[src/rtl/bli_pkg.sv]
`timescale 1ns / 1ps

package bli_pkg;

	// Q16.16 data word
	localparam int DATA_W = 32;
	localparam int PROD_W = 2 * DATA_W;

	// default table depth
	localparam int MAX_POINTS_DEF = 64;

	// one quotient bit per divider step
	localparam int DIV_STEPS = DATA_W;
	localparam int DIV_CNT_W = $clog2(DIV_STEPS);

	typedef logic signed [DATA_W-1:0] q16_t;
	typedef logic [DATA_W-1:0]        mag_t;
	typedef logic [PROD_W-1:0]        prod_t;
	typedef logic [1:0]               status_t;

	// command codes
	localparam logic CMD_INSERT = 1'b0;
	localparam logic CMD_EVAL   = 1'b1;

	// result status codes
	localparam status_t ST_EVAL    = 2'd0;
	localparam status_t ST_INSERT  = 2'd1;
	localparam status_t ST_REPLACE = 2'd2;
	localparam status_t ST_FULL    = 2'd3;

	typedef struct packed {
		logic busy;
		logic done;
	} div_stat_t;

endpackage

[src/rtl/bli_table.sv]
`timescale 1ns / 1ps

module bli_table #(
	parameter int DEPTH = bli_pkg::MAX_POINTS_DEF,
	parameter int IW    = $clog2(DEPTH)
) (
	input  logic           clk,
	input  logic [IW-1:0]  rd_addr,
	output bli_pkg::q16_t  rd_x,
	output bli_pkg::q16_t  rd_y,
	input  logic           wr_en,
	input  logic [IW-1:0]  wr_addr,
	input  bli_pkg::q16_t  wr_x,
	input  bli_pkg::q16_t  wr_y
);
	import bli_pkg::*;

	// x and y of one breakpoint share a row
	logic [2*DATA_W-1:0] mem [DEPTH];
	logic [2*DATA_W-1:0] rd_q;

	always_ff @(posedge clk) begin
		if (wr_en) begin
			mem[wr_addr] <= {wr_x, wr_y};
		end
	end

	always_ff @(posedge clk) begin
		rd_q <= mem[rd_addr];
	end

	assign rd_x = rd_q[2*DATA_W-1:DATA_W];
	assign rd_y = rd_q[DATA_W-1:0];

endmodule

[config.mk]
export PLATFORM = sky130hd
export DESIGN_NAME = bli_table
export DESIGN_NICKNAME = d
export VERILOG_FILES = /design/src/rtl/bli_pkg.sv /design/src/rtl/bli_table.sv
export SDC_FILE = /design/constraint.sdc
export NUM_CORES = 2
export LEC_CHECK = 0
export CELL_PAD_IN_SITES_DETAIL_PLACEMENT = 0
export CELL_PAD_IN_SITES_GLOBAL_PLACEMENT = 2
export CORE_ASPECT_RATIO = 2
export CORE_MARGIN = 1.5
export CORE_UTILIZATION = 45
export CTS_BUF_LIST = sky130_fd_sc_hd__clkbuf_2 sky130_fd_sc_hd__clkbuf_4 sky130_fd_sc_hd__clkbuf_8
export CTS_CLUSTER_SIZE = 14
export DETAILED_ROUTE_END_ITERATION = 12
export DONT_BUFFER_PORTS = 1
export PLACE_DENSITY = 0.71
export SKIP_CTS_REPAIR_TIMING = 1
export SLEW_MARGIN = 10
export SYNTH_ARGS = -nofsm -noshare
export SYNTH_HDL_FRONTEND = slang
export SYNTH_SLANG_ARGS = --single-unit
export TNS_END_PERCENT = 5
[constraint.sdc]
create_clock -name clk -period 16.4 [get_ports clk]
set_input_delay 2.46 -clock clk [delete_from_list [all_inputs] [get_ports clk]]
set_output_delay 2.46 -clock clk [all_outputs]
set_load 0.01 [all_outputs]
---- Yosys cells after proc, flatten, opt, wreduce, memory -nomap -nowiden ----
Memories as Yosys holds them, arrays and structs flattened. A register that Yosys moved wholly into a read port is not among the register bits.
Cells that the tools add are included.
word-level totals
  register bits after elaboration ......... 0
  RAM bits ................................ 4096
  input port bits ......................... 78
  output and inout port bits .............. 64
  memories kept ........................... 1
memory list
  name  words  bits a word  rd ports  clocked after Yosys merged registers in  wr ports  line             RTL
  mem   64     64           1         1                                        1         bli_table.sv:19  logic [2*DATA_W-1:0] mem [DEPTH];
operators by class
  mux-type cells .......................... 2
operator list
  kind     count
  $mux W1  2

---- Depth between registers and ports, before layout ----
  depth in word-level cells ............... 2
  depth in mapped cells ................... 9
  mapped depth without buffers ............ 5

---- Worst setup path before layout ----
OpenSTA, ideal clock, no wires.
  kind .................................... input to register
  from .................................... input wr_addr[3]
  to ...................................... memory mem[48][0] in the netlist's numbering (enable)
  library setup time ...................... 0.564 ns
  arrival time ............................ 7.332 ns
  data required time ...................... 15.836 ns
  slack ................................... 8.504 ns
  cell stages on the path ................. 4
  path buffers ............................ 1
  path through ............................ clkbuf_1 -> nor2b_1 -> nand4b_1 -> nor3_1
RTL lines
  what         line             RTL
  from (decl)  bli_table.sv:12  input logic [IW-1:0] wr_addr,
  to (decl)    bli_table.sv:19
No word-level cell before the write port.

==> flow_summary.ini <==
[synthesis]
synth_nets = 6676
synth_ff_type = edfxtp_1
synth_top_area_frac = 0.7867
synth_edf_count = 4096
yosys_warnings = 0
ys_types = 33
syn_area_per_cell_um2 = 23.70
synth_area_mm2 = 0.1563
synth_cells = 6598
yosys-top-cells-area = edfxtp_1, mux4_2, mux2i_1, dfxtp_1, a22oi_1
synthTopCellsByCount = edfxtp_1, mux4_2, buf_2
yosysTopAreaCell = edfxtp_1
yosysSeqAreaShare = 0.7949
ys_ff_latch = 4160
yosys.cell_count.top_type = edfxtp_1
async_reset_ff_frac = 0

[pwr]
max-vdd-ir-drop_mv = 0.07357
p_per_area_mw_per_mm2 = 118.7
cellInternalPower_w = 0.01620
combPwrFrac = 0.038
sw_frac_of_total = 0.2152
seqPwrFrac = 0.573
p_leak_nw = 53.61
p_clk_frac = 0.389
p_sw_w = 0.004442

[route]
first_pass_iters = 5
num_vias = 76030
wl_um = 477500
post-route-drc-count = 0
drt-initial-drc-count = 9368
wl_per_cell_um = 39.51
ant_nets = 0
vias_per_cell = 6.292

[floorplanning]
die_w_um = 419.8
io_pins = 142
start_util = 0.4512
core-area_mm2 = 0.3465
fp.dieH_um = 836.6
die_area_mm2 = 0.3512
row_count = 306

[timing]
fin_setup_tns_ns = 0
period_share = 0.3936
skew_ns = 0.1076
fmax_mhz = 154.9
period_needed_ns = 6.455
grt_setup_unrepaired = no
slew-limit-headroom = -0.02565
finalSetupViolCount = 0
fin_ws_ns = 9.945
hold_violations = 0
maxSlewViolCount = 29
tightest_slew_ns = 1.538

[placed_design]
dp_cells = 11040
io_buffer_count = 0
dp_slack_ns = 8.670
dp_hpwl_um = 253300
gp_congestion = 0.7757
placed_area_mm2 = 0.1626

[global_routing]
antenna_found_initial = 27
grt_max_degree = 412
overflow = 0
grt_pass1_vias = 79040
grt_pass1_wl_um = 649200
grtUsageTotal = 0.2722

[setup_path]
critPathCaptureType = register
cp.required_ns = 17.30
crit_type = primary input to register
critical-path-max-stage-delay_ns = 0.94
startpoint_type = primary input
critPathMostFrequentCell = buf_4
arrival_ns = 7.35
crit_fanout = 83
slowest_stage = buf_4
crit_chain = buf_16, buf_12, buf_4, buf_4, buf_4, mux4_2, nor2b_1, a211oi_1, o22ai_1, and3_1

[cts]
cts.clk_slew.worst_paths_ns = 0.07
clock-sinks = 4160
cts_buffers = 579
htreeDepth = 6
cts_tree = done
clockBufferDepth = 4
clk_latency_ns = 1.10
cts_root_buffer = clkbuf_8

[finish]
drive_above_1_share = 0.2980
final_cells = 12090
area_growth_pct = 11.19
fin_nets = 7083
utilization = 0.5017
fin_area_mm2 = 0.1738

[run_status]
status = finished with violations
violations = slew limit

[hold_path]
hold_path_class = register to register

[job]
max_cap_violations = 0
-- metal layers --
metal  track usage  vias to the layer above  share of wire
li1              -                    29350              -
met2        0.4921                     3728           0.54
met5             0                        -       0.000023
met3       0.04662                      954          0.077
met4        0.1116                        2          0.045
met1        0.3184                    42000           0.34
-- layout by cell type, fill, tap and decap left out, types with 3 or more instances in the layout --
| master | n |
|---|---|
| clkinv_2 | 33 |
| clkbuf_8 | 602 |
| a22oi_1 | 168 |
| nor2_4 | 65 |
| bufinv_16 | 13 |
| mux2i_1 | 135 |
| buf_16 | 7 |
| a211oi_1 | 63 |
| clkinvlp_4 | 14 |
| nand2b_1 | 9 |
| edfxtp_1 | 4096 |
| a22o_1 | 88 |
| clkinv_1 | 131 |
| nor2_1 | 47 |
| diode_2 | 18 |
| mux4_2 | 1024 |
| a41oi_1 | 26 |
| inv_6 | 17 |
| a2bb2oi_1 | 19 |
| buf_4 | 184 |
| nand2_1 | 55 |
| clkbuf_4 | 206 |
| or2_2 | 28 |
| nand3_1 | 45 |
| inv_1 | 19 |
| and3_1 | 64 |
| nor2b_4 | 3 |
| or3_1 | 29 |
| o221ai_1 | 38 |
| o22ai_1 | 83 |
| a31oi_1 | 18 |
| nor2b_1 | 24 |
| buf_12 | 5 |
| dfxtp_1 | 64 |
| inv_8 | 3 |
-- through the flow --
| step | hold WS [ns] | power (W) |
|---|---|---|
| 3_3_place_gp | 0.8320 | 0.01284 |
| 2_1_floorplan | 0.7878 | 0.01258 |
| 6_report | 0.8313 | 0.02064 |
| 5_1_grt | 0.8636 | 0.02118 |
| 4_1_cts | 0.8281 | 0.02077 |
| 3_5_place_dp | 0.8228 | 0.01284 |
-- worst paths after layout --
kind                from       end  slack, ns  cells after the start
min          mem[46][28]  rd_q[28]       0.83                      4
min reg2reg  mem[46][28]  rd_q[28]       0.83                      4
max           rd_addr[0]  rd_q[63]       9.95                     10
max reg2reg   mem[9][30]  rd_q[30]      13.84                      5
-- area by class of cell --
class	count	area, um^2
Fill cell	27230	172600
Sequential cell	4160	124300
Multi-Input combinational cell	2049	30780
Clock buffer	808	9832
Tap cell	4620	5781
Timing Repair Buffer	196	1674
Clock inverter	215	1385
Inverter	19	71.32
Antenna cell	18	45.04
-- worst max-delay path: cells and delay by family --
| kind | cells | cell delay, ns |
|---|---|---|
| compound gates | 2 | 0.50 |
| buf+inv | 5 | 3.26 |
| mux | 1 | 0.60 |
| simple gates | 2 | 0.34 |
-- cells by family (layout without fill, tap and decap cells) --
group / count (synthesis) / in the layout / share of synthesized area
buf+inv: 389 / 1238 / 0.01180
compound gates: 504 / 504 / 0.02477
flops: 4160 / 4160 / 0.7949
mux: 1159 / 1159 / 0.1561
simple gates: 386 / 386 / 0.01240
other cells: 0 / 18 / 0
-- state kept, by name, indices dropped and copies added (netlist names) --
register	flops
rd_q	64
mem	4096
-- power by group through the flow --
stage                     clock network, W  logic (W)  registers (W)
after CTS                          0.00816   0.000782         0.0118
after detailed placement                 0   0.000780         0.0121
after global routing               0.00855   0.000807         0.0118
after global placement                   0   0.000777         0.0121
after floorplan                          0   0.000548         0.0120
final                              0.00803   0.000774         0.0118
Note: power is estimated with default switching activity, not from simulation.
