`src/rtl/bli_pkg.sv`:
```
`timescale 1ns / 1ps

package bli_pkg;

	// Q16.16 data word
	localparam int DATA_W = 32;
	localparam int PROD_W = 2 * DATA_W;

	// default table depth
	localparam int MAX_POINTS_DEF = 64;

	// one quotient bit per divider step
	localparam int DIV_STEPS = DATA_W;
	localparam int DIV_CNT_W = $clog2(DIV_STEPS);

	typedef logic signed [DATA_W-1:0] q16_t;
	typedef logic [DATA_W-1:0]        mag_t;
	typedef logic [PROD_W-1:0]        prod_t;
	typedef logic [1:0]               status_t;

	// command codes
	localparam logic CMD_INSERT = 1'b0;
	localparam logic CMD_EVAL   = 1'b1;

	// result status codes
	localparam status_t ST_EVAL    = 2'd0;
	localparam status_t ST_INSERT  = 2'd1;
	localparam status_t ST_REPLACE = 2'd2;
	localparam status_t ST_FULL    = 2'd3;

	typedef struct packed {
		logic busy;
		logic done;
	} div_stat_t;

endpackage

```
`src/rtl/bli_div.sv`:
```
`timescale 1ns / 1ps

module bli_div (
	input  logic                clk,
	input  logic                arst_n,
	input  logic                start,
	input  bli_pkg::prod_t      dividend,
	input  bli_pkg::mag_t       divisor,
	output bli_pkg::mag_t       quotient,
	output bli_pkg::div_stat_t  stat
);
	import bli_pkg::*;

	// Restoring division, one quotient bit per cycle. The caller guarantees
	// that the upper half of the dividend is below the divisor, so the
	// quotient fits in DATA_W bits and the remainder never exceeds it.
	logic                 busy_q;
	logic                 done_q;
	logic [DIV_CNT_W-1:0] cnt_q;
	mag_t                 rem_q;
	mag_t                 quo_q;
	mag_t                 dsr_q;
	logic [DATA_W:0]      trial;
	logic [DATA_W:0]      diff;
	logic                 ge;

	assign trial = {rem_q, quo_q[DATA_W-1]};
	assign diff  = trial - {1'b0, dsr_q};
	assign ge    = (trial >= {1'b0, dsr_q});

	always_ff @(posedge clk or negedge arst_n) begin
		if (!arst_n) begin
			busy_q <= 1'b0;
			done_q <= 1'b0;
			cnt_q  <= '0;
		end else begin
			done_q <= 1'b0;
			if (start) begin
				busy_q <= 1'b1;
				cnt_q  <= '0;
				rem_q  <= dividend[PROD_W-1:DATA_W];
				quo_q  <= dividend[DATA_W-1:0];
				dsr_q  <= divisor;
			end else if (busy_q) begin
				// shift in the next dividend bit, subtract when it fits
				rem_q <= ge ? diff[DATA_W-1:0] : trial[DATA_W-1:0];
				quo_q <= {quo_q[DATA_W-2:0], ge};
				cnt_q <= cnt_q + DIV_CNT_W'(1);
				if (cnt_q == DIV_CNT_W'(DIV_STEPS - 1)) begin
					busy_q <= 1'b0;
					done_q <= 1'b1;
				end
			end
		end
	end

	assign quotient  = quo_q;
	assign stat.busy = busy_q;
	assign stat.done = done_q;

endmodule

```
`config.mk`:
```
export PLATFORM = sky130hd
export DESIGN_NAME = bli_div
export DESIGN_NICKNAME = d
export VERILOG_FILES = /design/src/rtl/bli_pkg.sv /design/src/rtl/bli_div.sv
export SDC_FILE = /design/constraint.sdc
export NUM_CORES = 1
export LEC_CHECK = 0
export BUFFER_PORTS_ARGS = -buffer_cell sky130_fd_sc_hd__buf_4
export CORE_MARGIN = 1
export CORE_UTILIZATION = 35
export DETAILED_ROUTE_END_ITERATION = 10
export GPL_TIMING_DRIVEN = 1
export PLACE_DENSITY = 0.55
export SYNTH_ARGS = -nofsm -noshare
export SYNTH_HDL_FRONTEND = slang
export SYNTH_SLANG_ARGS = --single-unit
export TNS_END_PERCENT = 20
```
`constraint.sdc`:
```
create_clock -name clk -period 3.3 [get_ports clk]
set_clock_uncertainty 0.05 [all_clocks]
set_input_delay 0.495 -clock clk [delete_from_list [all_inputs] [get_ports clk]]
set_output_delay 0.495 -clock clk [all_outputs]
set_load 0.005 [all_outputs]
```
After elaboration in Yosys (flattened, before gate mapping). Cells that the tools add are included.

Muxes and demuxes: 13. Reductions and logical operators: 3. Add/sub/neg operators: 2. Equal/unequal tests: 1. Order comparisons: 1.

Operators with widths (count): $mux 32 (5); $ge 33x32->1 (1); $sub 32x32->32 (1); $mux 5 (2); $mux 1 (6); $add 5x1->5 const B (1); $eq 5x5->1 const B (1); $reduce_and 2->1 (2); $reduce_bool 2->1 (1).

Input bits: 99. Output and inout bits: 34. Logic and storage cells: 26. Flip-flop bits (word level): 103.

Longest topological paths before layout.
Depth in word-level cells: 4. Mapped depth: 12. Mapped depth without buffers: 12.

Worst setup path after synthesis. OpenSTA, ideal clock, no wires.

Kind: input-to-reg. Start: in start. End: reg quo_q[0] (netlist: quotient[0]) (enable). Required time: 2.823 ns. Buffers on the path: 3. Stages: 4. Arrival: 2.844 ns. Library setup time: 0.427 ns. Path slack: -0.020 ns. Cells stage by stage: clkbuf_1 clkbuf_1 clkbuf_1 o21a_1.

Cells in the longest elaborated chain, start to end: 2.

RTL lines: from (decl) (RTL line bli_div.sv:6) `input logic start,`; $reduce_bool 2->1 (no line); $reduce_and 2->1 (no line); to (signal assigned) (RTL line bli_div.sv:42) `quo_q <= dividend[DATA_W-1:0];`; to (signal assigned) (RTL line bli_div.sv:47) `quo_q <= {quo_q[DATA_W-2:0], ge};`; to (decl) (RTL line bli_div.sv:21) `mag_t quo_q;`.

Every way passes these cells. A chain may end at the register's enable or synchronous reset.

Worst setup path in the final report.
Start: reg quo_q[31] (netlist: quotient[31]). End: reg rem_q[28] (data pin).

Cells in the longest elaborated chain, start to end: 4. Elaborated cells between the ends (all ways): 5. Those cells by class: add/sub: 1; order compare: 1; mux: 3.

RTL lines: $sub 32x32->32 or $ge 33x32->1 (tied branches) (RTL line bli_div.sv:28, bli_div.sv:29); $mux 32 * (RTL line bli_div.sv:46) `rem_q <= ge ? diff[DATA_W-1:0] : trial[DATA_W-1:0];`; $mux 32 * (RTL line bli_div.sv:44) `end else if (busy_q) begin`; $mux 32 * (RTL line bli_div.sv:38) `if (start) begin`; to (signal assigned) (RTL line bli_div.sv:41) `rem_q <= dividend[PROD_W-1:DATA_W];`; to (signal assigned) (RTL line bli_div.sv:46); to (decl) (RTL line bli_div.sv:20) `mag_t rem_q;`.

Every way passes the cells marked *; elsewhere a longest branch is shown, timed or not. The select of a mux whose other input is x is not followed.

==> flow_metrics.py <==
metrics = {
    "worst_hold_path": {
        "worstHoldStart": "divisor[29]",
        "holdPathEnd": "dsr_q[29]$_DFFE_PP_",
        "hold_path_depth": 1,
        "hold_path_class": "in2reg",
    },
    "clocking": {
        "cts_buffer_depth": 2,
        "clock_sinks": 103,
        "cts_buffers": 9,
        "cts_tree": "built",
        "cts_max_level": 3,
        "clkLatencyLatePin_ns": 0.36,
        "cts-root-buf": "clkbuf_16",
        "clk_pin_slew_worst_paths_ns": 0.08,
    },
    "route": {
        "wl_met1_mm": 6.603,
        "drt_iter0_markers": 331,
        "wl_per_cell_um": 16.63,
        "wl_met3_mm": 1.280,
        "ant_nets": 0,
        "met2_length_mm": 7.272,
        "dr.pass1.iters": 5,
        "top_layer": "met4",
        "viasPerCell": 5.212,
        "vias": 4795,
        "drc": 0,
        "routed_wl_mm": 15.30,
    },
    "global_routing": {
        "grt_max_degree": 65,
        "grt_pass1_wl_mm": 25.05,
        "grt_pass1_vias": 4938,
        "grt_usage_pct": 17.74,
        "antenna_found_initial": 0,
        "globalRouteOverflowTotal": 0,
    },
    "cells_and_area": {
        "multiInputGateArea_sq_um": 2884,
        "antenna_cells": 0,
        "postLayoutCellArea_sq_um": 7898,
        "regArea_sq_um": 3058,
        "fin_nets": 824,
        "drive_gt1_share_pct": 32.37,
        "syn2layout_area_growth_pct": 28.21,
        "fillers": 1635,
    },
    "logic_synthesis": {
        "yosysSeqAreaShare_pct": 49.64,
        "syn_area_sq_um": 6160,
        "synthSimpleGateAreaFrac_pct": 9.263,
        "synth-seq-cells": 103,
        "ys.flop_type": "edfxtp_1",
        "synth_xor_area_share_pct": 3.697,
        "synth_compound_area_share_pct": 15.48,
        "synth_edf_count": 96,
        "synth_top_area_share_pct": 46.80,
        "async_flop_share_pct": 6.796,
        "synth_top_family_by_area": "compound AO/OA/AOI/OAI gates",
        "synth_cell_types": 55,
        "yosys_warnings": 0,
        "ys_top_cells_by_count": "edfxtp_1, a21oi_1, inv_1, nor2_1, mux2_2",
        "synthCells": 547,
        "avgSynthCellArea_sq_um": 11.26,
        "netlist_top_cells_area": "edfxtp_1, ha_1, mux2_2, mux2i_1, a21oi_1",
        "synth_most_common_cell": "edfxtp_1",
        "synth_top_area_cell": "edfxtp_1",
        "synth-adder-area-share_pct": 7.231,
        "syn-num-nets": 681,
        "synth_mux_area_share_pct": 10.30,
    },
    "timing": {
        "hold_violations": 0,
        "period_share_pct": 96.42,
        "fin_tns_setup_ns": 0,
        "slew_viol_final": 0,
        "max-slew-margin-rel_pct": 63.70,
        "min_period_ns": 3.182,
        "finalSetupViolCount": 0,
        "finalHoldWorstSlack_ns": 0.2522,
        "fmax_mhz": 314.3,
        "tightest_slew_ns": 0.5425,
    },
    "die": {
        "rows": 48,
        "start_util_pct": 35.74,
        "die_area_sq_um": 18130,
        "ios": 133,
        "fp.dieH_um": 134.7,
        "design.core.area_sq_um": 17240,
        "die_x_um": 134.7,
    },
    "place": {
        "gp_congestion": 0.8334,
        "hpwlAfterDp_mm": 11.23,
        "portBuffers": 132,
        "place_area_sq_um": 7493,
    },
    "setup_path": {
        "worstPathArrival_ns": 3.32,
        "r2r_cells": 13,
        "critical_path_required_ns": 3.44,
        "r2r_start": "quotient[31]$_DFFE_PP_",
        "cp-end-kind": "flip-flop",
        "cp_max_fo": 2,
        "start_kind": "flip-flop",
        "crit_type": "reg2reg",
        "timing.rr.end": "rem_q[28]$_DFFE_PP_",
        "r2r_slack_ns": 0.12,
    },
    "pwr": {
        "irDropWorstVdd_mv": 0.3201,
        "p_leak_nw": 3.426,
        "power.density_nw_per_um2": 532.3,
    },
    "outcome": {
        "status": "finished, final reports clean",
    },
    "job": {
        "maxCapViolations": 0,
    },
}
-- sequential cells by signal, indices dropped and copies added, names as in the netlist --
name,count
dsr_q,32
busy_q,1
cnt_q,5
done_q,1
quotient,32
rem_q,32
-- through the flow --
step	utilization (%)	worst slack (ns)	power, mW	cells
floorplan	-	0.1039	2.644	547
detailed placement	43.47	-0.04825	3.097	898
global route	45.82	-0.04253	4.447	920
CTS	45.38	0.02467	4.215	916
finish	45.82	0.1183	4.204	920
global placement	43.47	0.01090	3.080	898
-- layout by cell type (no fill, tap or decap), types with 3 or more instances in the layout --
cell type	synthesis	final
nand3_1	10	10
mux2_2	35	34
dfrtp_1	7	7
nand2_1	27	27
and4_1	3	3
nand4_1	6	6
xor2_1	12	12
o21ai_0	20	20
a221o_1	5	5
a21o_1	16	16
nor2_1	42	41
edfxtp_1	96	96
nor3_1	4	4
a211o_1	3	3
a21oi_1	46	44
buf_12	0	3
mux2i_1	24	24
o31ai_1	3	3
o21bai_1	4	3
nand2b_1	3	3
inv_1	42	41
a31oi_1	8	8
and2_1	4	4
o21ai_1	4	4
o21a_1	8	7
clkbuf_16	0	9
and3_1	12	12
o211ai_1	3	3
ha_1	34	33
buf_4	4	151
xnor2_1	14	14
-- cell families after synthesis --
family	after synthesis
AOI/OAI and AO/OA	140
xor gates and xnor gates	26
adders and majority gates	35
buffers and inverters	66
DFF	103
muxes	59
and+or+nand+nor	118
-- what timing repair did --
action | CTS | global route
buffers inserted | 1 | 4
hold endpoints to repair | 7 | 0
endpoints found under the setup margin | 3 | 5
pin swaps | 0 | 15
hold buffers | 1 | 0
resized for setup | 2 | 11
-- worst max-delay path, stage by stage (launching register included) --
cell and delay [ns]:
edfxtp_1 0.41, inv_2 0.10, ha_4 0.13, inv_1 0.05, fa_2 0.37, a21o_1 0.20, a221oi_2 0.24, buf_4 0.16
o21bai_2 0.06, a211o_1 0.27, a21o_1 0.23, a41oi_2 0.20, mux2_4 0.32, a221oi_2 0.23
-- power breakdown --
part           internal [mW]  switching, mW
Sequential              1.59         0.0670
Combinational          0.698          0.756
Clock                  0.553          0.535
Total                   2.85           1.36
-- worst max path at each step --
stage	cells past startpoint	slack [ns]	endpoint	start
3_5_place_dp	13	-0.05	rem_q[28]$_DFFE_PP_	quotient[31]$_DFFE_PP_
6_report	13	0.12	rem_q[28]$_DFFE_PP_	quotient[31]$_DFFE_PP_
3_3_place_gp	13	0.01	rem_q[28]$_DFFE_PP_	quotient[31]$_DFFE_PP_
4_1_cts	13	0.02	rem_q[28]$_DFFE_PP_	quotient[31]$_DFFE_PP_
2_1_floorplan	12	0.10	rem_q[28]$_DFFE_PP_	quotient[31]$_DFFE_PP_
5_1_grt	13	-0.04	rem_q[28]$_DFFE_PP_	quotient[31]$_DFFE_PP_
-- cell type report --
cell class                 instances  area share [%]
clock inverter                     6          0.7921
clock buffer                      10           3.026
inverter                          42           1.996
multi-input combinational        378           36.52
timing repair buffer             156           15.38
sequential                       103           38.72
tap                              225           3.565
-- layer usage --
metal | vias up | track usage [%]
li1 | 2328 | -
met1 | 2296 | 21.83
met2 | 159 | 29.55
met3 | 12 | 5.931
met4 | 0 | 4.994
met5 | - | 0
No activity file was read; power rests on OpenSTA's default activity.
